File: src/rtl/core/sce_pkg.sv
// ----------------------------------------------------------------------------
// sce_pkg
// Shared widths, codes and types of the cumulative energy stage.
// ----------------------------------------------------------------------------
package sce_pkg;

   localparam int MAX_COLS_DEFAULT = 2048;
   localparam int CSR_W            = 12;
   localparam int ENERGY_W         = 16;
   localparam int CUM_W            = 32;
   localparam int DIR_W            = 2;
   localparam int OUTQ_DEPTH       = 3;

   localparam logic [CSR_W-1:0] IMAGE_WIDTH_RESET = 12'd2048;

   localparam logic signed [DIR_W-1:0] DIR_LEFT     = 2'sb11;
   localparam logic signed [DIR_W-1:0] DIR_STRAIGHT = 2'sb00;
   localparam logic signed [DIR_W-1:0] DIR_RIGHT    = 2'sb01;

   typedef struct packed {
      logic bottom;
      logic first_col;
      logic last_col;
   } sce_ctl_type;

   typedef struct packed {
      logic [CUM_W-1:0]        cum_energy;
      logic signed [DIR_W-1:0] direction;
      logic                    row_end;
   } sce_rsp_type;

endpackage

File: src/rtl/core/sce_pick.sv
// ----------------------------------------------------------------------------
// sce_pick
// Choose the cheapest of up to three neighbours below and add the pixel energy.
// ----------------------------------------------------------------------------
module sce_pick (
   input  sce_pkg::sce_ctl_type            ctl,
   input  logic [sce_pkg::ENERGY_W-1:0]    energy,
   input  logic [sce_pkg::CUM_W-1:0]       left,
   input  logic [sce_pkg::CUM_W-1:0]       center,
   input  logic [sce_pkg::CUM_W-1:0]       right,
   output sce_pkg::sce_rsp_type            res
);
   import sce_pkg::*;

   logic [CUM_W-1:0]        best;
   logic signed [DIR_W-1:0] dir;
   logic [CUM_W:0]          sum;

   always_comb begin
      best = center;
      dir  = DIR_STRAIGHT;
      if (!ctl.first_col && (left <= best)) begin
         best = left;
         dir  = DIR_LEFT;
      end
      if (!ctl.last_col && (right < best)) begin
         best = right;
         dir  = DIR_RIGHT;
      end
      sum = {1'b0, best} + {{(CUM_W + 1 - ENERGY_W){1'b0}}, energy};

      res.row_end = ctl.last_col;
      if (ctl.bottom) begin
         res.cum_energy = {{(CUM_W - ENERGY_W){1'b0}}, energy};
         res.direction  = DIR_STRAIGHT;
      end else begin
         res.cum_energy = sum[CUM_W] ? {CUM_W{1'b1}} : sum[CUM_W-1:0];
         res.direction  = dir;
      end
   end

endmodule

File: config.mk
export PLATFORM = sky130hd
export DESIGN_NAME = sce_pick
export DESIGN_NICKNAME = d
export VERILOG_FILES = /design/src/rtl/core/sce_pkg.sv /design/src/rtl/core/sce_pick.sv
export SDC_FILE = /design/constraint.sdc
export NUM_CORES = 1
export LEC_CHECK = 0
export ABC_AREA = 1
export BUFFER_PORTS_ARGS = -buffer_cell sky130_fd_sc_hd__buf_4
export CAP_MARGIN = 20
export CORE_MARGIN = 5
export CORE_UTILIZATION = 56
export DETAILED_ROUTE_END_ITERATION = 6
export PLACE_DENSITY = 0.9
export SLEW_MARGIN = 20
export SYNTH_ARGS = -nofsm -noshare
export SYNTH_HDL_FRONTEND = slang
export SYNTH_SLANG_ARGS = --single-unit
File: constraint.sdc
create_clock -name vclk -period 15.52
set_input_delay 1.552 -clock vclk [all_inputs]
set_output_delay 1.552 -clock vclk [all_outputs]
set_load 0.01 [all_outputs]
==> results by group, run 1 <==
Layout
  – FF+latch area: 0 sq um
  – # diodes: 0
  – Non-filler instance count after layout: ~900
  – Core Util, Final: 0.733
  – Layout clock buffers: 0
  – Final net count: 1014
  – Flip-flop and latch count: 0
  – Proportion of layout cells with a drive suffix above 1: 0.203
  – Area grow syn2layout: 29.4%

Global route
  – Total GRT Usage: 0.267
  – Initial antenna violation count: 0
  – First-pass GRT wire length: 19500 um
  – Pin count of the biggest net entering global routing: 66
  – Congestion Overflow GR: 0
  – Vias in the first global route: approximately 4400

Place
  – Placed Instances: 896
  – Hpwl dp: 10800 um
  – PortBufs: 150
  – GP Congestion: 0.966
  – Setup WS pre-CTS: about 3.8 ns

Hold path
  – Hold Path Origin: ctl[0]
  – Worst Hold Endpoint: res[0]
  – Worst hold stages: 2
  – Hold WC Path Type: in2out

Worst setup path
  – Startpoint Class: primary input
  – Critical path origin: center[11]
  – Slowest cell on crit path: nand2_2
  – Worst Path Buf+Inv: 5
  – Crit path kind: in2out
  – Worst Path Max Fanout: 65
  – Most Frequent Cell on Critical Path: nand2_1
  – CP arrival: 10.34 ns
  – Critical path endpoint category: output port
  – CP required: roughly 14 ns
  – CP top delay family: simple AND/OR/NAND/NOR gates
  – CP max stage delay: slightly below 0.8 ns

Yosys
  – Leading area contributor after synthesis: ha_1
  – Avg Cell Area, Syn: 5.53 sq um
  – Mapped Nets: ~880
  – Synth unique cells: 34
  – Mapped cell area: 3810 sq um
  – Synth area leaders: ha_1 (26%), nand2_1 (15%), inv_1 (12%), a21oi_1 (9.2%), nor2_1 (7.3%)
  – Sequential-to-total area share from yosys stat: 0
  – Synth Instances: 688
  – Yosys warning count: 0
  – Share of the synthesized area in the top cell type: 0.263

STA
  – Setup TNS: 0 ns
  – Setup violations, final: 0
  – RSZ-0062 raised after global routing: no
  – Worst setup margin: 3.62 ns
  – Fin. max-slew vios: 0
  – Final hold vios: 0
  – Fin crit period: 11.90 ns
  – Peak Freq: 84.1 MHz
  – Hold WS: 3.30 ns
  – Worst Max-Slew Pin Slew: 1.06 ns
  – Normalized max-slew margin: 0.290
  – Final worst path period share: 0.766

Power
  – Pwr Density: just over 50 nW/um^2
  – Peak supply drop: 0.0000245 V
  – Leakage power total: between 2 and 3 nW

Routing
  – Total wire length: 12300 um
  – Routed vias: just under 5000
  – Avg WL per Cell: 13.7 um
  – Detailed Routing Iterations Pass 1: 5
  – Avg Vias per Cell: 5.50
  – DRC Markers: 0
  – DRT iter0 DRCs: 334
  – Routed Antenna Nets: 0

Clock tree
  – Setup bufs post-CTS: 0
  – Resize count post-CTS: 0
  – Hold buffers post-CTS: 0

Die
  – Die Width: 92.4 um
  – Die height: 92.4 um
  – FP Rows: 30
  – Core area: approximately 6700 sq um
  – Starting Density: 0.566
  – Die area: 8550 sq um
  – # IOs: 150

Outcome
  – Status: complete, no violations

Run
  – Total of max-cap violations: 0
[cell type report]
| class | count | area (sq um) |
|---|---|---|
| inverter | 123 | 462 |
| fill | 588 | 1790 |
| timing repair buffer | 150 | 1130 |
| tap | 80 | 100 |
| multi-input combinational | 543 | 3240 |
[cells by family (layout without fill, tap and decap cells)]
logic type,after synthesis,after routing,share of synthesized area
buffers and inverters,145,273,0.150
adder cells (fa/ha/maj),81,81,0.268
AO/OA/AOI/OAI,145,145,0.206
XOR/XNOR,16,16,0.0368
AND/OR/NAND/NOR,301,301,0.339
[synthesized netlist by cell type (5+ instances only)]
master    number
a21oi_1       70
a31oi_1       19
clkbuf_1      10
ha_1          80
inv_1        121
nand2_1      155
nand2_2        5
nand3_1       40
nand4_1       11
nor2_1        74
o21ai_0       37
o21ai_1        7
xnor2_1        9
xor2_1         7
[metrics by stage]
stage / total power [mW] / cell area [sq um]
2_1_floorplan: 0.165 / 3810
3_3_place_gp: 0.242 / 4920
3_5_place_dp: 0.250 / 4920
4_1_cts: 0.251 / 4920
5_1_grt: 0.284 / 4920
6_report: 0.255 / 4920
[metal layers]
metal	part of all wire	global-route usage	up-vias
met5	0	0	-
met4	0.013	0.0421	0
met3	0.077	0.0171	21
met2	0.48	0.465	221
met1	0.43	0.367	2170
li1	-	-	2517
[how the worst max path moves through the flow]
| stage | to | slack (ns) | cells past startpoint |
|---|---|---|---|
| 2_1_floorplan | res[25] | 5.96 | 51 |
| 3_3_place_gp | res[22] | 4.25 | 41 |
| 3_5_place_dp | res[22] | 3.80 | 44 |
| 4_1_cts | res[28] | 3.80 | 44 |
| 5_1_grt | res[31] | 2.74 | 46 |
| 6_report | res[5] | 3.62 | 42 |
[cell usage in the layout (no fill, tap or decap)]
master     synthesis  layout
a2111oi_0          1       1
a211oi_1           3       3
a21o_1             3       3
a21oi_1           70      70
a31oi_1           19      19
buf_4              2     150
fa_1               1       1
ha_1              80      80
inv_1            121     121
inv_2              2       2
nand2_1          155     154
nand2_2            5       6
nand2_4            1       1
nand3_1           40      40
nand3b_1           4       4
nand4_1           11      11
nor2_1            74      74
nor2_2             4       4
nor2_4             1       1
nor3_1             3       3
nor3_2             1       1
nor4_1             1       1
nor4_4             1       1
o2111ai_1          1       1
o21a_1             3       3
o21ai_0           37      37
o21ai_1            7       7
o221ai_1           1       1
xnor2_1            9       9
xor2_1             7       7
[where the power goes]
group | switching (mW) | internal [mW] | total (mW)
clock | 0 | 0 | 0
combinational | 0.146 | 0.109 | 0.255
sequential | 0 | 0 | 0
total | 0.146 | 0.109 | 0.255
Power figures use the tool's default switching activity.
==> run 2: changes to the inputs <==
--- a/config.mk
+++ b/config.mk
@@ -5,13 +5,13 @@
 export SDC_FILE = /design/constraint.sdc
 export NUM_CORES = 1
 export LEC_CHECK = 0
-export ABC_AREA = 1
+export ABC_AREA = 0
 export BUFFER_PORTS_ARGS = -buffer_cell sky130_fd_sc_hd__buf_4
 export CAP_MARGIN = 20
 export CORE_MARGIN = 5
-export CORE_UTILIZATION = 56
+export CORE_UTILIZATION = 48
 export DETAILED_ROUTE_END_ITERATION = 6
-export PLACE_DENSITY = 0.9
+export PLACE_DENSITY = 0.8
 export SLEW_MARGIN = 20
 export SYNTH_ARGS = -nofsm -noshare
 export SYNTH_HDL_FRONTEND = slang
==> constraint.sdc (replaced) <==
create_clock -name vclk -period 9.8
set_input_delay 0.98 -clock vclk [all_inputs]
set_output_delay 0.98 -clock vclk [all_outputs]
set_load 0.01 [all_outputs]
==> results by group, run 2 <==
Outcome
  – Status: complete, no violations

Worst setup path
  – Critical path origin: left[11]
  – CP required: about 9 ns
  – Stages on the worst setup path: 32
  – Worst Path Buf+Inv: 7
  – Critical path endpoint category: output port
  – CP max stage delay: 0.59 ns
  – Worst Path Max Fanout: 30
  – CP top delay family: simple AND/OR/NAND/NOR gates
  – Crit path kind: in2out
  – Slowest cell on crit path: or4_1
  – CP arrival: 8.36 ns
  – Startpoint Class: primary input
  – Worst setup path end: res[29]

Place
  – Setup WS pre-CTS: between 0.03 and 0.04 ns
  – PortBufs: 150
  – Placed Instances: 837
  – Placed instance area: between 5000 and 6000 sq um
  – GP Congestion: 0.984
  – Hpwl dp: roughly 13000 um

Yosys
  – Synth area leaders: ha_1 (24%), mux2i_1 (10%), a21oi_1 (6.7%), xnor2_1 (5.0%), nor2_1 (4.7%)
  – Synth unique cells: 61
  – Avg Cell Area, Syn: 7.20 sq um
  – Synth Instances: 589
  – Most used standard cell by instance count after synthesis: ha_1
  – Share of the synthesized area in the top cell type: 0.236
  – Mapped Nets: 785
  – Leading area contributor after synthesis: ha_1
  – Commonest cells in the netlist: ha_1 (80), a21oi_1 (57), nor2_1 (53)
  – Yosys warning count: 0
  – Mapped cell area: 4240 sq um
  – Sequential-to-total area share from yosys stat: 0

STA
  – Setup violations, final: 0
  – Peak Freq: 107 MHz
  – Normalized max-slew margin: 0.442
  – Worst setup margin: between 0.4 and 0.5 ns
  – Final worst path period share: 0.953
  – Fin crit period: roughly 9.3 ns
  – Setup TNS: 0 ns
  – Final hold vios: 0
  – Worst Max-Slew Pin Slew: between 0.8 and 0.9 ns
  – Fin. max-slew vios: 0

Layout
  – Proportion of layout cells with a drive suffix above 1: 0.274
  – Finished Cell Area: 5550 sq um
  – Fillcell total: a little over 800
  – Layout clock buffers: 0
  – Most frequent cells in the layout: buf_4 (168), ha_1 (80), a21oi_1 (57)
  – Area grow syn2layout: 31.0%
  – # diodes: 0
  – Commonest non-fill, non-tap cell in the layout: buf_4
  – Non-filler instance count after layout: approximately 840
  – Flip-flop and latch count: 0
  – Final net count: 934
  – FF+latch area: 0 sq um

Routing
  – Total wire length: roughly 15000 um
  – Avg Vias per Cell: 5.96
  – DRC Markers: 0
  – Routed Antenna Nets: 0
  – Detailed Routing Iterations Pass 1: 5
  – DRT iter0 DRCs: about 180
  – Avg WL per Cell: around 18 um
  – Routed vias: about 5000

Power
  – Internal power: 195 uW
  – Gate power share: 1.000
  – Switching Fraction: 0.530
  – Leakage power total: 2.70 nW
  – Psw: 221 uW
  – Post-route total power: 416 uW
  – Pwr Density: 74.9 nW/um^2
  – Peak supply drop: 0.0000629 V
  – Sequential Power Share: 0
  – Clock power frac: 0

Clock tree
  – Hold buffers post-CTS: 0

Die
  – Die Width: 104 um
  – # IOs: 150
  – Starting Density: 0.489
  – Die height: 104 um
  – Core area: 8680 sq um
  – Die area: 10800 sq um
  – FP Rows: 34

Global route
  – Congestion Overflow GR: 0
  – Pin count of the biggest net entering global routing: 31
  – Total GRT Usage: 0.254
  – Initial antenna violation count: 0
  – Vias in the first global route: 4889
  – First-pass GRT wire length: 23600 um

Run
  – Total of max-cap violations: 0

Hold path
  – Worst hold stages: 2
  – Hold WC Path Type: in2out
run 2: cell count changes after synthesis, moves of 15 or more:
| cell | before | now |
|---|---|---|
| inv_1 | 121 | 42 |
| mux2i_1 | 0 | 44 |
| nand2_1 | 155 | 32 |
| nand3_1 | 40 | 24 |
| nor2_1 | 74 | 53 |
| xnor2_1 | 9 | 24 |
run 2: area by class of cell:
type / instances / area (sq um) / share of cell area
Tap cell: 108 / 135 / 0.0243
Timing Repair Buffer: 171 / 1310 / 0.236
Inverter: 42 / 158 / 0.0284
Multi-Input combinational cell: 523 / 3950 / 0.711
run 2: routing by layer:
layer,GRT usage,vias up,share of wire
li1,-,2501,-
met4,0.0675,0,0.025
met5,0,-,0
met2,0.467,209,0.50
met1,0.300,2290,0.40
met3,0.0447,31,0.076
run 2: kinds of logic after synthesis:
kind of cell	count (synthesis)	share of synthesized area
buf+inv	66	0.0776
fa+ha+maj	81	0.241
compound gates	168	0.262
xor+xnor	36	0.0744
mux	47	0.112
simple gates	191	0.234
run 2: power by group through the flow:
stage,Combinational [mW],Clock (mW),Sequential [mW]
after floorplan,0.256,0,0
after global placement,0.396,0,0
after detailed placement,0.400,0,0
after CTS,0.406,0,0
after global routing,0.455,0,0
final,0.416,0,0
run 2: how the worst min path moves through the flow:
stage | from | endpoint | slack [ns]
3_5_place_dp | ctl[0] | res[0] | 2.17
3_3_place_gp | ctl[0] | res[0] | 2.17
6_report | ctl[0] | res[0] | 2.17
2_1_floorplan | ctl[0] | res[0] | 2.05
4_1_cts | ctl[0] | res[0] | 2.17
5_1_grt | ctl[0] | res[0] | 2.17
run 2: what timing repair did:
item,4_1_cts,5_1_grt
pin swaps,1,3
resized for setup,0,11
cloned,0,0
buffers inserted,4,3
endpoints found under the setup margin,1,32
run 2: stage by stage:
step,hold slack (ns),util
after global placement,2.17,0.628
final,2.17,0.640
after CTS,2.17,0.632
after floorplan,2.05,-
after global routing,2.17,0.640
after detailed placement,2.17,0.628
==> run 3: changes to the inputs <==
==> constraint.sdc (replaced) <==
create_clock -name vclk -period 9.8
set_input_delay 0.49 -clock vclk [all_inputs]
set_output_delay 0.49 -clock vclk [all_outputs]
set_load 0.01 [all_outputs]
==> results by group, run 3 (synthesized netlist as in run 2, its figures left out) <==
STA
  – Worst Max-Slew Pin Slew: 0.733 ns
  – Final hold vios: 0
  – Normalized max-slew margin: 0.511
  – Setup TNS: 0 ns
  – Peak Freq: roughly 110 MHz
  – RSZ-0062 raised after global routing: no
  – Setup violations, final: 0
  – Final worst path period share: 0.950
  – Worst setup margin: 0.489 ns
  – Hold WS: 1.19 ns
  – Fin. max-slew vios: 0
  – Fin crit period: around 9.3 ns

Layout
  – Layout clock buffers: 0
  – Multi-input logic area: just under 4000 sq um
  – Non-filler instance count after layout: ~830
  – Most frequent cells in the layout: buf_4 (158), ha_1 (80), a21oi_1 (57)
  – Area grow syn2layout: 27.4%
  – Commonest non-fill, non-tap cell in the layout: buf_4
  – # diodes: 0
  – Fillcell total: 804
  – FF+latch area: 0 sq um
  – Core Util, Final: 0.623
  – Finished Cell Area: 5400 sq um
  – Proportion of layout cells with a drive suffix above 1: 0.254
  – Flip-flop and latch count: 0
  – Final net count: slightly above 900

Worst setup path
  – Startpoint Class: primary input
  – CP max stage delay: between 0.5 and 0.6 ns
  – Most Frequent Cell on Critical Path: buf_4
  – CP arrival: 8.82 ns
  – Slowest cell on crit path: or4_1
  – Crit path kind: in2out
  – CP required: 9.31 ns
  – Critical path endpoint category: output port
  – Worst Path Max Fanout: 27

Place
  – Placed Instances: 831
  – PortBufs: 150
  – Hpwl dp: 12800 um
  – Setup WS pre-CTS: 0.392 ns
  – Placed instance area: 5400 sq um
  – GP Congestion: 0.980

Clock tree
  – Hold buffers post-CTS: 0
  – Setup bufs post-CTS: 0
  – Resize count post-CTS: 0

Routing
  – Detailed Routing Iterations Pass 1: 4
  – Avg WL per Cell: 17.7 um
  – Routed Antenna Nets: 0
  – DRC Markers: 0
  – DRT iter0 DRCs: 234
  – Routed vias: 4953
  – Avg Vias per Cell: 5.96
  – Total wire length: around 15000 um

Hold path
  – Worst hold stages: 2
  – Hold WC Path Type: in2out

Run
  – Total of max-cap violations: 0

Die
  – Die Width: 104 um
  – Die area: 10800 sq um
  – Die height: approximately 100 um
  – Core area: 8680 sq um
  – Starting Density: 0.489
  – FP Rows: 34
  – # IOs: 150

Power
  – Pwr Density: roughly 74 nW/um^2
  – Post-route total power: just over 400 uW
  – Leakage power total: 2.62 nW
  – Peak supply drop: ~0.000060 V

Global route
  – First-pass GRT wire length: 23700 um
  – Congestion Overflow GR: 0
  – Pin count of the biggest net entering global routing: 30
  – Initial antenna violation count: 0
  – Total GRT Usage: 0.255
  – Vias in the first global route: 4911

Outcome
  – Status: complete, no violations
==> run 3: cell count changes in the layout (fill, tap and decap cells not counted), sizes merged <==
cell and change:
buf -13
==> run 3: metal layers <==
| metal | wire length, um | part of all wire | up-vias | GRT usage |
|---|---|---|---|---|
| li1 | - | - | 2474 | - |
| met2 | 7050 | 0.48 | 210 | 0.448 |
| met5 | 0 | 0 | - | 0 |
| met1 | 5980 | 0.41 | 2237 | 0.311 |
| met4 | 608 | 0.041 | 0 | 0.0971 |
| met3 | 1080 | 0.073 | 32 | 0.0366 |
==> run 3: report_power, final <==
group          total (mW)  internal, mW  switching (mW)
clock network           0             0               0
registers               0             0               0
logic               0.403         0.184           0.219
total               0.403         0.184           0.219
==> run 3: worst max-delay path: cells and delay by family <==
family,cells,cell delay (ns)
compound gates,9,1.94
buf+inv,6,0.96
fa+ha+maj,4,1.14
mux,1,0.34
simple gates,13,3.91
==> run 3: area by class of cell <==
type / count / area share
well taps: 108 / 0.0250
inverters: 42 / 0.0292
repair buffers: 158 / 0.219
multi-input cells: 523 / 0.726
==> run 3: worst paths after layout <==
check / from / end / slack [ns]
worst min-delay path: ctl[0] / res[0] / 1.19
worst max-delay path: center[9] / res[10] / 0.49
