--- config.mk ---
export PLATFORM = sky130hd
export DESIGN_NAME = sce_outq
export DESIGN_NICKNAME = d
export VERILOG_FILES = /design/src/rtl/core/sce_pkg.sv /design/src/rtl/core/sce_outq.sv
export SDC_FILE = /design/constraint.sdc
export NUM_CORES = 1
export LEC_CHECK = 0
export BUFFER_PORTS_ARGS = -buffer_cell sky130_fd_sc_hd__buf_2
export CAP_MARGIN = 30
export CORE_ASPECT_RATIO = 0.75
export CORE_MARGIN = 4
export CORE_UTILIZATION = 35
export CTS_CLUSTER_SIZE = 8
export DETAILED_ROUTE_END_ITERATION = 8
export PLACE_DENSITY = 0.61
export SYNTH_ARGS = -nofsm -noshare
export SYNTH_HDL_FRONTEND = slang
export SYNTH_SLANG_ARGS = --single-unit
--- constraint.sdc ---
create_clock -name clock -period 4.8 [get_ports clock]
set_clock_uncertainty 0.15 [all_clocks]
set_input_delay 0.48 -clock clock [delete_from_list [all_inputs] [get_ports clock]]
set_output_delay 0.48 -clock clock [all_outputs]
set_load 0.01 [all_outputs]
--- src/rtl/core/sce_pkg.sv ---
// ----------------------------------------------------------------------------
// sce_pkg
// Shared widths, codes and types of the cumulative energy stage.
// ----------------------------------------------------------------------------
package sce_pkg;

   localparam int MAX_COLS_DEFAULT = 2048;
   localparam int CSR_W            = 12;
   localparam int ENERGY_W         = 16;
   localparam int CUM_W            = 32;
   localparam int DIR_W            = 2;
   localparam int OUTQ_DEPTH       = 3;

   localparam logic [CSR_W-1:0] IMAGE_WIDTH_RESET = 12'd2048;

   localparam logic signed [DIR_W-1:0] DIR_LEFT     = 2'sb11;
   localparam logic signed [DIR_W-1:0] DIR_STRAIGHT = 2'sb00;
   localparam logic signed [DIR_W-1:0] DIR_RIGHT    = 2'sb01;

   typedef struct packed {
      logic bottom;
      logic first_col;
      logic last_col;
   } sce_ctl_type;

   typedef struct packed {
      logic [CUM_W-1:0]        cum_energy;
      logic signed [DIR_W-1:0] direction;
      logic                    row_end;
   } sce_rsp_type;

endpackage

--- src/rtl/core/sce_outq.sv ---
// ----------------------------------------------------------------------------
// sce_outq
// Small result queue that decouples the pipeline from the response stall.
// ----------------------------------------------------------------------------
module sce_outq #(
   parameter int DEPTH = sce_pkg::OUTQ_DEPTH
) (
   input  logic                       clock,
   input  logic                       reset,
   input  logic                       push,
   input  sce_pkg::sce_rsp_type       push_data,
   input  logic                       pop,
   output sce_pkg::sce_rsp_type       head,
   output logic [$clog2(DEPTH+1)-1:0] count
);
   import sce_pkg::*;

   localparam int PTR_W = (DEPTH > 1) ? $clog2(DEPTH) : 1;
   localparam int CNT_W = $clog2(DEPTH + 1);

   sce_rsp_type      entry_ff [DEPTH];
   logic [PTR_W-1:0] wr_ptr_ff, wr_ptr_in;
   logic [PTR_W-1:0] rd_ptr_ff, rd_ptr_in;
   logic [CNT_W-1:0] count_ff, count_in;

   function automatic logic [PTR_W-1:0] ptr_next(input logic [PTR_W-1:0] p);
      return (p == PTR_W'(DEPTH - 1)) ? '0 : p + PTR_W'(1);
   endfunction

   always_comb begin
      wr_ptr_in = push ? ptr_next(wr_ptr_ff) : wr_ptr_ff;
      rd_ptr_in = pop ? ptr_next(rd_ptr_ff) : rd_ptr_ff;
      case ({push, pop})
         2'b10:   count_in = count_ff + CNT_W'(1);
         2'b01:   count_in = count_ff - CNT_W'(1);
         default: count_in = count_ff;
      endcase
   end

   always_ff @(posedge clock) begin
      if (reset) begin
         wr_ptr_ff <= '0;
         rd_ptr_ff <= '0;
         count_ff  <= '0;
      end else begin
         wr_ptr_ff <= wr_ptr_in;
         rd_ptr_ff <= rd_ptr_in;
         count_ff  <= count_in;
      end
   end

   always_ff @(posedge clock) begin
      if (push) begin
         entry_ff[wr_ptr_ff] <= push_data;
      end
   end

   assign head  = entry_ff[rd_ptr_ff];
   assign count = count_ff;

endmodule
==> results_dict.tcl, run 1 <==
set metrics [dict create \
    outcome "complete, no violations" \
    io_pins 76 \
    power.share.combinational_pct 7.5 \
    period_needed_ns 2.35 \
    wl_per_cell_um 15.0 \
    avgSynthCellArea_um2 16.5 \
    via_count 2280 \
    synth.largest_area_cell "edfxtp_1" \
    drc 0 \
    r2r_start "wr_ptr_ff[0]$_SDFFE_PP0P_" \
    clock-sinks 113 \
    cts_hold_buf 0 \
    wl_met1_um 3420 \
    io_buffers 75 \
    setup_viol 0 \
    p_per_area_nw_per_um2 461 \
    drtPass1Iterations 4 \
    clock_path_buffers 2 \
    die_x_um 134 \
    path_clk_slew_ns 0.05 \
    p_int_mw 1.95 \
    timing.rr.end "entry_ff[1][0]$_DFFE_PP_" \
    min-delay-start "push_data[23]" \
    ys.flop_type "edfxtp_1" \
    rsz0062_at_grt "no" \
    seq_area_um2 3320 \
    cts_tree "done" \
    min_to "entry_ff[0][23]$_DFFE_PP_" \
    final_nets 382 \
    dr.first_iter.drc_count 106 \
    grt_start_max_net_pins 57 \
    core-area_um2 11700 \
    seqPwrFrac_pct 46.5 \
    dp_cells 485 \
    h-tree-depth 4 \
    hold_path_class "in2reg" \
    syn_to_final_growth_pct 27.8 \
    maxCapViolCount 0 \
    cpMaxStageDelayCell "dfxtp_2" \
    clk_latency_ns 0.40 \
    ys_seq_area_share_pct 79.2 \
    critical-path-max-stage-delay_ns 0.49 \
    p_leak_nw 1.90 \
    place.gp.congestion 0.671 \
    r2r_slack_ns 3.07 \
    maxSlewViolCount 0 \
    end_kind "output port" \
    vias_per_cell 4.43 \
    cp_max_fo 28 \
    syn_area_um2 4180 \
    synth_fp_nets 294 \
    critPathTopFamily "flip-flops" \
    fin_crit_sh_pct 48.9 \
    cts_setup_buffers 0 \
    startpoint_type "register" \
    hold_path_depth 1 \
    cts_buffers 17 \
    async_flop_share_pct 0 \
    highest_layer "met4" \
    total_power_mw 2.46 \
    p_switching_mw 0.512 \
    die_h_um 103 \
    ir_worst_vdd_mv 0.339 \
    rr_worst_depth 3 \
    final_cells 515 \
    swShare_pct 20.8 \
    crit_chain "buf_12 > mux2i_1 > o21ai_0 > buf_2" \
    wirelength_um 7740 \
    critPathBufInv 2 \
    grt_first_pass_wirelength_um 12100 \
    fmax_mhz 426 \
    synth_top_area_share_pct 75.4 \
    synth-seq-cells 113 \
    critPathRequiredTime_ns 4.17 \
    multi_input_area_um2 811 \
    met3_length_um 552 \
    synth.distinct_cells 22 \
    netlist_top_cells_area "edfxtp_1, mux2i_1, o21ai_0, dfxtp_1, nand2_1" \
    die-area_um2 13800 \
    slew_headroom_pct 60.9 \
    grt_usage_pct 12.0 \
    synth-edff-count 105 \
    criticalPathCategory "reg2out" \
    hold_viol_final 0 \
    met2_length_um 3650 \
    fin_setup_tns_ns 0 \
    drive_gt1_share_pct 31.7 \
    worstPathArrival_ns 1.72 \
    worst_slew_pin_slew_ns 0.586 \
    antenna_cells 0 \
    synth_most_common_cell "edfxtp_1" \
    antenna_found_initial 0 \
    netlist_top_cells_count "edfxtp_1, nand2_1, o21ai_0" \
    clock-root-buffer "clkbuf_16" \
    hpwl_um 4910 \
    grt_pass1_vias 2369 \
    rows 34 \
    overflow 0 \
    start_util_pct 35.9 \
    clkPwrFrac_pct 46.0 \
    postCtsResizedCells 0 \
    detail-route-antenna-nets 0 \
    syn_inst 254 \
    synth_warnings 0 \
    fillerInstances 1060 \
]
per-stage QoR:
stage          utilization (%)  instance area (µm²)  hold slack, ns  setup slack (ns)
2_1_floorplan                -                 4180           0.303              1.18
3_3_place_gp              40.6                 4730           0.316              2.39
3_5_place_dp              41.3                 4810           0.325              2.83
4_1_cts                   45.9                 5350           0.114              2.40
5_1_grt                   45.9                 5350           0.118              2.34
6_report                  45.9                 5350           0.130              2.45
worst register-to-register path, stage by stage, from the launching register on:
cell	delay, ns
dfxtp_1	0.42
nand2_1	0.14
nor2_4	0.48
buf_16	0.25
registers in the layout (all words and copies together), names as in the netlist, named ones only:
| register | count |
|---|---|
| entry_ff | 105 |
| count | 2 |
| rd_ptr_ff | 2 |
| wr_ptr_ff | 2 |
power groups by stage:
stage / clock network (mW) / registers, mW / logic [mW]
floorplan: 0 / 1.16 / 0.101
global placement: 0 / 1.18 / 0.165
detailed placement: 0 / 1.16 / 0.188
CTS: 1.16 / 1.14 / 0.189
global route: 1.21 / 1.15 / 0.205
finish: 1.13 / 1.14 / 0.185
kinds of logic after synthesis:
family / share of synthesized area (%)
mux: 8.64
xor+xnor: 0.419
buf+inv: 1.91
compound gates: 4.90
flops: 79.2
simple gates: 4.64
fa+ha+maj: 0.299
final cells by class:
type / instances / area share (%)
clock buffer: 21 / 8.24
sequential: 113 / 62.0
clock inverter: 9 / 1.73
tap: 162 / 3.79
multi-input combinational: 127 / 15.2
inverter: 2 / 0.140
timing repair buffer: 81 / 8.94
per-layer routing:
layer,up-vias,track usage (%)
met1,1078,14.2
met3,11,4.83
met4,0,5.87
met2,65,19.2
li1,1126,-
met5,-,0
placed cells by master (no fill, tap or decap), types with 2 or more instances in the layout:
master | netlist | final
edfxtp_1 | 105 | 105
inv_1 | 2 | 2
mux2i_1 | 35 | 35
bufinv_16 | 0 | 2
clkbuf_16 | 0 | 17
clkbuf_1 | 7 | 4
buf_4 | 1 | 2
nor2_4 | 0 | 2
nor2_1 | 5 | 3
buf_12 | 0 | 3
o21ai_0 | 36 | 36
buf_2 | 1 | 75
dfxtp_2 | 0 | 2
clkinv_1 | 0 | 2
dfxtp_1 | 8 | 6
nand2_1 | 38 | 38
a21oi_1 | 3 | 3
clkinv_2 | 0 | 5
worst max-delay path by stage:
stage | start | to | slack (ns) | cells after the start
finish | register | head[6] | 2.45 | 4
global route | register | head[4] | 2.34 | 4
CTS | register | head[27] | 2.40 | 4
detailed placement | register | head[27] | 2.83 | 4
global placement | register | head[27] | 2.39 | 3
floorplan | push | entry_ff[0][0]$_DFFE_PP_ | 1.18 | 2
Note: power is estimated with default switching activity, not from simulation.
==> run 2, diff against run 1 <==
--- a/config.mk
+++ b/config.mk
@@ -5,6 +5,7 @@
 export SDC_FILE = /design/constraint.sdc
 export NUM_CORES = 1
 export LEC_CHECK = 0
+export ABC_AREA = 1
 export BUFFER_PORTS_ARGS = -buffer_cell sky130_fd_sc_hd__buf_2
 export CAP_MARGIN = 30
 export CORE_ASPECT_RATIO = 0.75
@@ -12,7 +13,7 @@
 export CORE_UTILIZATION = 35
 export CTS_CLUSTER_SIZE = 8
 export DETAILED_ROUTE_END_ITERATION = 8
-export PLACE_DENSITY = 0.61
+export PLACE_DENSITY = 0.63
 export SYNTH_ARGS = -nofsm -noshare
 export SYNTH_HDL_FRONTEND = slang
 export SYNTH_SLANG_ARGS = --single-unit
==> constraint.sdc (replaced) <==
create_clock -name clock -period 1.95 [get_ports clock]
set_clock_uncertainty 0.15 [all_clocks]
set_input_delay 0.195 -clock clock [delete_from_list [all_inputs] [get_ports clock]]
set_output_delay 0.195 -clock clock [all_outputs]
set_load 0.01 [all_outputs]
==> run 2 against run 1 <==
Register-to-register slack got worse by 2.6 ns. Design area rose by 7.4%. Count of clock-buffer cells in the layout is 3 lower.
==> results_dict.tcl, run 2 <==
set metrics [dict create \
    outcome "complete, no violations" \
    syn_to_final_growth_pct 34.2 \
    synth-xor-area-share_pct 0.205 \
    dp_cells 538 \
    synth_top_area_share_pct 73.7 \
    cts_tree "done" \
    clock-sinks 113 \
    worst_slew_pin_slew_ns 0.304 \
    swShare_pct 22.4 \
    critPathBufInv 2 \
    final_cells 607 \
    synth_compound_area_share_pct 9.47 \
    synth.largest_area_cell "edfxtp_1" \
    rsz0062_at_grt "no" \
    netlist_top_cells_count "edfxtp_1, a21oi_1, nand2_1" \
    end_kind "output port" \
    critPathTopFamily "buffers and inverters" \
    synth-seq-cells 113 \
    fin_util_pct 48.7 \
    seqPwrFrac_pct 44.8 \
    wirelength_um 9180 \
    p_per_area_nw_per_um2 1100 \
    setup_viol 0 \
    wl_per_cell_um 15.1 \
    grt_pass1_vias 2907 \
    synthSimpleGateAreaFrac_pct 7.87 \
    synth_most_common_cell "edfxtp_1" \
    async_flop_share_pct 0 \
    place.gp.congestion 0.723 \
    rows 34 \
    start_util_pct 36.3 \
    grt_start_max_net_pins 36 \
    die_x_um 136 \
    maxSlewViolCount 0 \
    layout_common_cells "edfxtp_1, buf_2, a21oi_1" \
    seq_area_um2 3320 \
    multi_input_area_um2 774 \
    criticalPathCategory "reg2out" \
    syn_inst 303 \
    total_power_mw 6.30 \
    synth_fa_ha_area_share_pct 0.292 \
    clkPwrFrac_pct 44.0 \
    vias_per_cell 4.58 \
    final_nets 474 \
    path_clk_slew_ns 0.05 \
    cp_max_fo 35 \
    largest_reg_flops 105 \
    fin_setup_tns_ns 0 \
    core-area_um2 11800 \
    ys.flop_type "edfxtp_1" \
    h-tree-depth 4 \
    synth_mux_area_share_pct 0 \
    startpoint_type "register" \
    io_buffers 75 \
    clk_latency_ns 0.40 \
    netlist_top_cells_area "edfxtp_1, a21oi_1, nand2_1, dfxtp_1, nor2_1" \
    clock_path_buffers 2 \
    hpwl_um 5670 \
    crit_chain "inv_6 > nor2_1 > a21oi_1 > buf_2" \
    synth_warnings 0 \
    synth-edff-count 105 \
    final_common_cell "edfxtp_1" \
    die-area_um2 14100 \
    grt_usage_pct 13.7 \
    detail-route-antenna-nets 0 \
    synth_fp_nets 343 \
    synth_top_family_by_area "compound AO/OA/AOI/OAI gates" \
    power.share.combinational_pct 11.2 \
    p_leak_nw 2.21 \
    fmax_mhz 537 \
    slew_headroom_pct 79.7 \
    worstPathArrival_ns 1.52 \
    die_h_um 104 \
    synth.distinct_cells 19 \
    ys_seq_area_share_pct 77.4 \
    p_int_mw 4.89 \
    holdWs_ns 0.362 \
    overflow 0 \
    drc 0 \
    cpMaxStageDelayCell "dfxtp_4" \
    maxCapViolCount 0 \
    period_needed_ns 1.86 \
    drtPass1Iterations 4 \
    syn_area_um2 4280 \
    p_switching_mw 1.41 \
    fillerInstances 1056 \
    hold_viol_final 0 \
    dr.first_iter.drc_count 146 \
    critPathRequiredTime_ns 1.60 \
    via_count 2783 \
    grt_first_pass_wirelength_um 14600 \
    drive_gt1_share_pct 28.2 \
    avgSynthCellArea_um2 14.1 \
    io_pins 76 \
    clock-root-buffer "clkbuf_16" \
    fin_crit_sh_pct 95.4 \
    critical-path-max-stage-delay_ns 0.40 \
    ir_worst_vdd_mv 0.691 \
    r2r_slack_ns 0.48 \
    hold_path_class "reg2reg" \
    cts_buffers 17 \
    antenna_found_initial 1 \
    regMostFlops "entry_ff" \
]
run 2: repair_timing:
item                       CTS  global route
setup endpoints to repair    2            10
hold endpoints to repair   112             0
buffers inserted             0             0
hold buffers                39             0
gates resized for setup      1             2
run 2: kinds of logic after synthesis:
| group | count (synthesis) |
|---|---|
| fa+ha+maj | 1 |
| flops | 113 |
| xor+xnor | 1 |
| simple gates | 88 |
| compound gates | 75 |
| buf+inv | 25 |
run 2: area by class of cell:
| type | count | area share (%) |
|---|---|---|
| clock inverters | 11 | 1.72 |
| multi-input cells | 165 | 13.5 |
| clock buffers | 18 | 7.47 |
| flip-flops and latches | 113 | 57.8 |
| well taps | 162 | 3.53 |
| repair buffers | 126 | 15.0 |
| diodes | 1 | 0.0436 |
| inverters | 11 | 0.937 |
run 2: per-stage QoR:
step                      area [µm²]  worst slack (ns)
after CTS                       5730           0.00879
final                           5740            0.0892
after floorplan                 4290             0.106
after detailed placement        4810             0.399
after global routing            5740           0.00185
after global placement          4810             0.442
run 2: metal layers:
metal,vias up,share of wire [%],GRT usage [%]
met3,2,5.2,4.55
met5,-,0,0
met1,1356,46,17.3
met4,0,0.21,5.83
li1,1354,-,-
met2,71,49,21.5
run 2: worst paths after layout:
path / to / from / cells after the start
max: head[17] / register / 4
min: count[1]$_SDFFE_PP0P_ / count[1]$_SDFFE_PP0P_ / 2
min reg2reg: count[1]$_SDFFE_PP0P_ / count[1]$_SDFFE_PP0P_ / 2
max reg2reg: wr_ptr_ff[1]$_SDFFE_PP0P_ / wr_ptr_ff[0]$_SDFFE_PP0P_ / 3
run 2: power groups by stage:
stage	logic, mW	registers, mW	clock network, mW
after floorplan	0.411	2.85	0
after global placement	0.645	2.86	0
after detailed placement	0.655	2.87	0
after CTS	0.718	2.82	2.84
after global routing	0.785	2.83	2.97
final	0.703	2.82	2.77
run 2: worst reg2reg max path: cells and delay by family (launching register included):
family                 cells  cell delay, ns
buffers and inverters      1            0.55
DFF                        1            0.42
AOI/OAI and AO/OA          1            0.14
and+or+nand+nor            1            0.15
==> run 3, diff against run 2 <==
--- a/config.mk
+++ b/config.mk
@@ -14,6 +14,7 @@
 export CTS_CLUSTER_SIZE = 8
 export DETAILED_ROUTE_END_ITERATION = 8
 export PLACE_DENSITY = 0.63
+export SETUP_SLACK_MARGIN = 0.15
 export SYNTH_ARGS = -nofsm -noshare
 export SYNTH_HDL_FRONTEND = slang
 export SYNTH_SLANG_ARGS = --single-unit
==> run 3 against run 2 <==
Die area unchanged. Global-route usage up 0.82 points. Via count up 0.93%. Critical path depth up 1. Fmax up 5.8%.
==> results_dict.tcl, run 3 (synthesis gave the netlist of run 2 again) <==
set metrics [dict create \
    fillerInstances 1039 \
    overflow 0 \
    antenna_found_initial 0 \
    hold_viol_final 0 \
    rows 34 \
    hpwl_um 5600 \
    final_nets 479 \
    cpMaxStageDelayCell "dfxtp_4" \
    path_clk_slew_ns 0.05 \
    fin_setup_tns_ns 0 \
    start_util_pct 36.3 \
    r2r_start "wr_ptr_ff[1]$_SDFFE_PP0P_" \
    hold_path_class "reg2reg" \
    vias_per_cell 4.58 \
    fin_crit_sh_pct 90.2 \
    layout_common_cells "edfxtp_1, buf_2, a21oi_1" \
    dr.first_iter.drc_count 149 \
    cts_buffers 17 \
    fmax_mhz 569 \
    seq_area_um2 3320 \
    outcome "complete, no violations" \
    met3_length_um 566 \
    p_per_area_nw_per_um2 1090 \
    highest_layer "met4" \
    grt_start_max_net_pins 36 \
    die-area_um2 14100 \
    critPathTopFamily "buffers and inverters" \
    slew_headroom_pct 75.1 \
    via_count 2809 \
    drtPass1Iterations 4 \
    detail-route-antenna-nets 0 \
    place.gp.congestion 0.683 \
    syn_to_final_growth_pct 38.0 \
    setup_viol 0 \
    grt_first_pass_wirelength_um 15400 \
    critPathBufInv 3 \
    regMostFlops "entry_ff" \
    end_kind "output port" \
    grt_pass1_vias 2962 \
    h-tree-depth 4 \
    ir_worst_vdd_mv 0.574 \
    period_needed_ns 1.76 \
    antenna_cells 0 \
    cp_max_fo 9 \
    p_leak_nw 2.25 \
    rsz0062_at_grt "yes" \
    wirelength_um 9930 \
    wl_per_cell_um 16.2 \
    die_x_um 136 \
    min-delay-start "wr_ptr_ff[1]$_SDFFE_PP0P_" \
    clock-root-buffer "clkbuf_16" \
    critical-path-max-stage-delay_ns 0.37 \
    crit_chain "buf_12 > inv_16 > nand2_1 > a21oi_2 > buf_2" \
    maxCapViolCount 0 \
    maxSlewViolCount 0 \
    drc 0 \
    largest_reg_flops 105 \
    worstPathArrival_ns 1.41 \
    io_buffers 75 \
    wl_met1_um 4370 \
    final_common_cell "edfxtp_1" \
    criticalPathCategory "reg2out" \
    clock-sinks 113 \
    startpoint_type "register" \
    clk_latency_ns 0.40 \
    drive_gt1_share_pct 31.7 \
    core-area_um2 11800 \
    worst_slew_pin_slew_ns 0.373 \
    critPathRequiredTime_ns 1.60 \
    met2_length_um 4880 \
    total_power_mw 6.42 \
    multi_input_area_um2 831 \
    clock_path_buffers 2 \
    grt_usage_pct 14.5 \
    die_h_um 104 \
    cts_tree "done" \
    io_pins 76 \
]
[run 3: changes by cell type in the layout (fill, tap and decap cells not counted), moves of 2 or more]
cell      previous run  this run
a21oi_2              8        23
clkbuf_1             1         4
a21oi_1             66        51
clkinv_1             5         7
buf_8                0         2
inv_2                2         0
clkinv_8             0         2
[run 3: worst paths after layout]
kind | slack (ns) | cells past startpoint | end
worst max-delay path | 0.19 | 5 | head[29]
worst min-delay path | 0.33 | 2 | wr_ptr_ff[1]$_SDFFE_PP0P_
worst max register to register | 0.51 | 4 | wr_ptr_ff[0]$_SDFFE_PP0P_
worst min register to register | 0.33 | 2 | wr_ptr_ff[1]$_SDFFE_PP0P_
[run 3: report_power, final]
part | internal (mW) | total, mW | switching (mW)
clock | 1.84 | 2.80 | 0.966
sequential | 2.78 | 2.82 | 0.0434
combinational | 0.334 | 0.799 | 0.465
total | 4.95 | 6.42 | 1.47
[run 3: area by class of cell]
| cell class | instances | area share [%] |
|---|---|---|
| Clock buffer | 21 | 7.46 |
| Timing Repair Buffer | 128 | 15.3 |
| Inverter | 11 | 1.19 |
| Tap cell | 162 | 3.43 |
| Clock inverter | 10 | 1.59 |
| Sequential cell | 113 | 56.3 |
| Multi-Input combinational cell | 165 | 14.1 |
| Timing Repair inverter | 3 | 0.742 |
[run 3: what timing repair did]
action,CTS,global route
resized for setup,20,14
endpoints found under the setup margin,35,34
hold buffers,39,0
setup buffers,3,1
endpoints found under the hold margin,113,0
gates cloned,1,2
pin swaps,2,5
[run 3: worst register-to-register path: cells and delay by family, from the launching register on]
family	cells	cell delay [ns]
DFF	1	0.31
buffers and inverters	2	0.68
and+or+nand+nor	1	0.12
AOI/OAI and AO/OA	1	0.13
[run 3: layer usage]
layer  up-vias  global-route usage [%]
met5         -                       0
met4         0                    4.32
met3        14                    5.43
met2        69                    23.4
met1      1359                    18.2
li1       1367                       -
[run 3: stage by stage]
| step | hold slack, ns | instances | area (µm²) | util, % | setup slack, ns |
|---|---|---|---|---|---|
| floorplan | 0.107 | 303 | 4290 | - | 0.150 |
| global placement | 0.230 | 536 | 4800 | 40.7 | 0.345 |
| detailed placement | 0.233 | 536 | 4800 | 40.7 | 0.291 |
| CTS | 0.334 | 610 | 5830 | 49.4 | 0.138 |
| global route | 0.352 | 613 | 5910 | 50.1 | 0.125 |
| finish | 0.331 | 613 | 5910 | 50.1 | 0.192 |
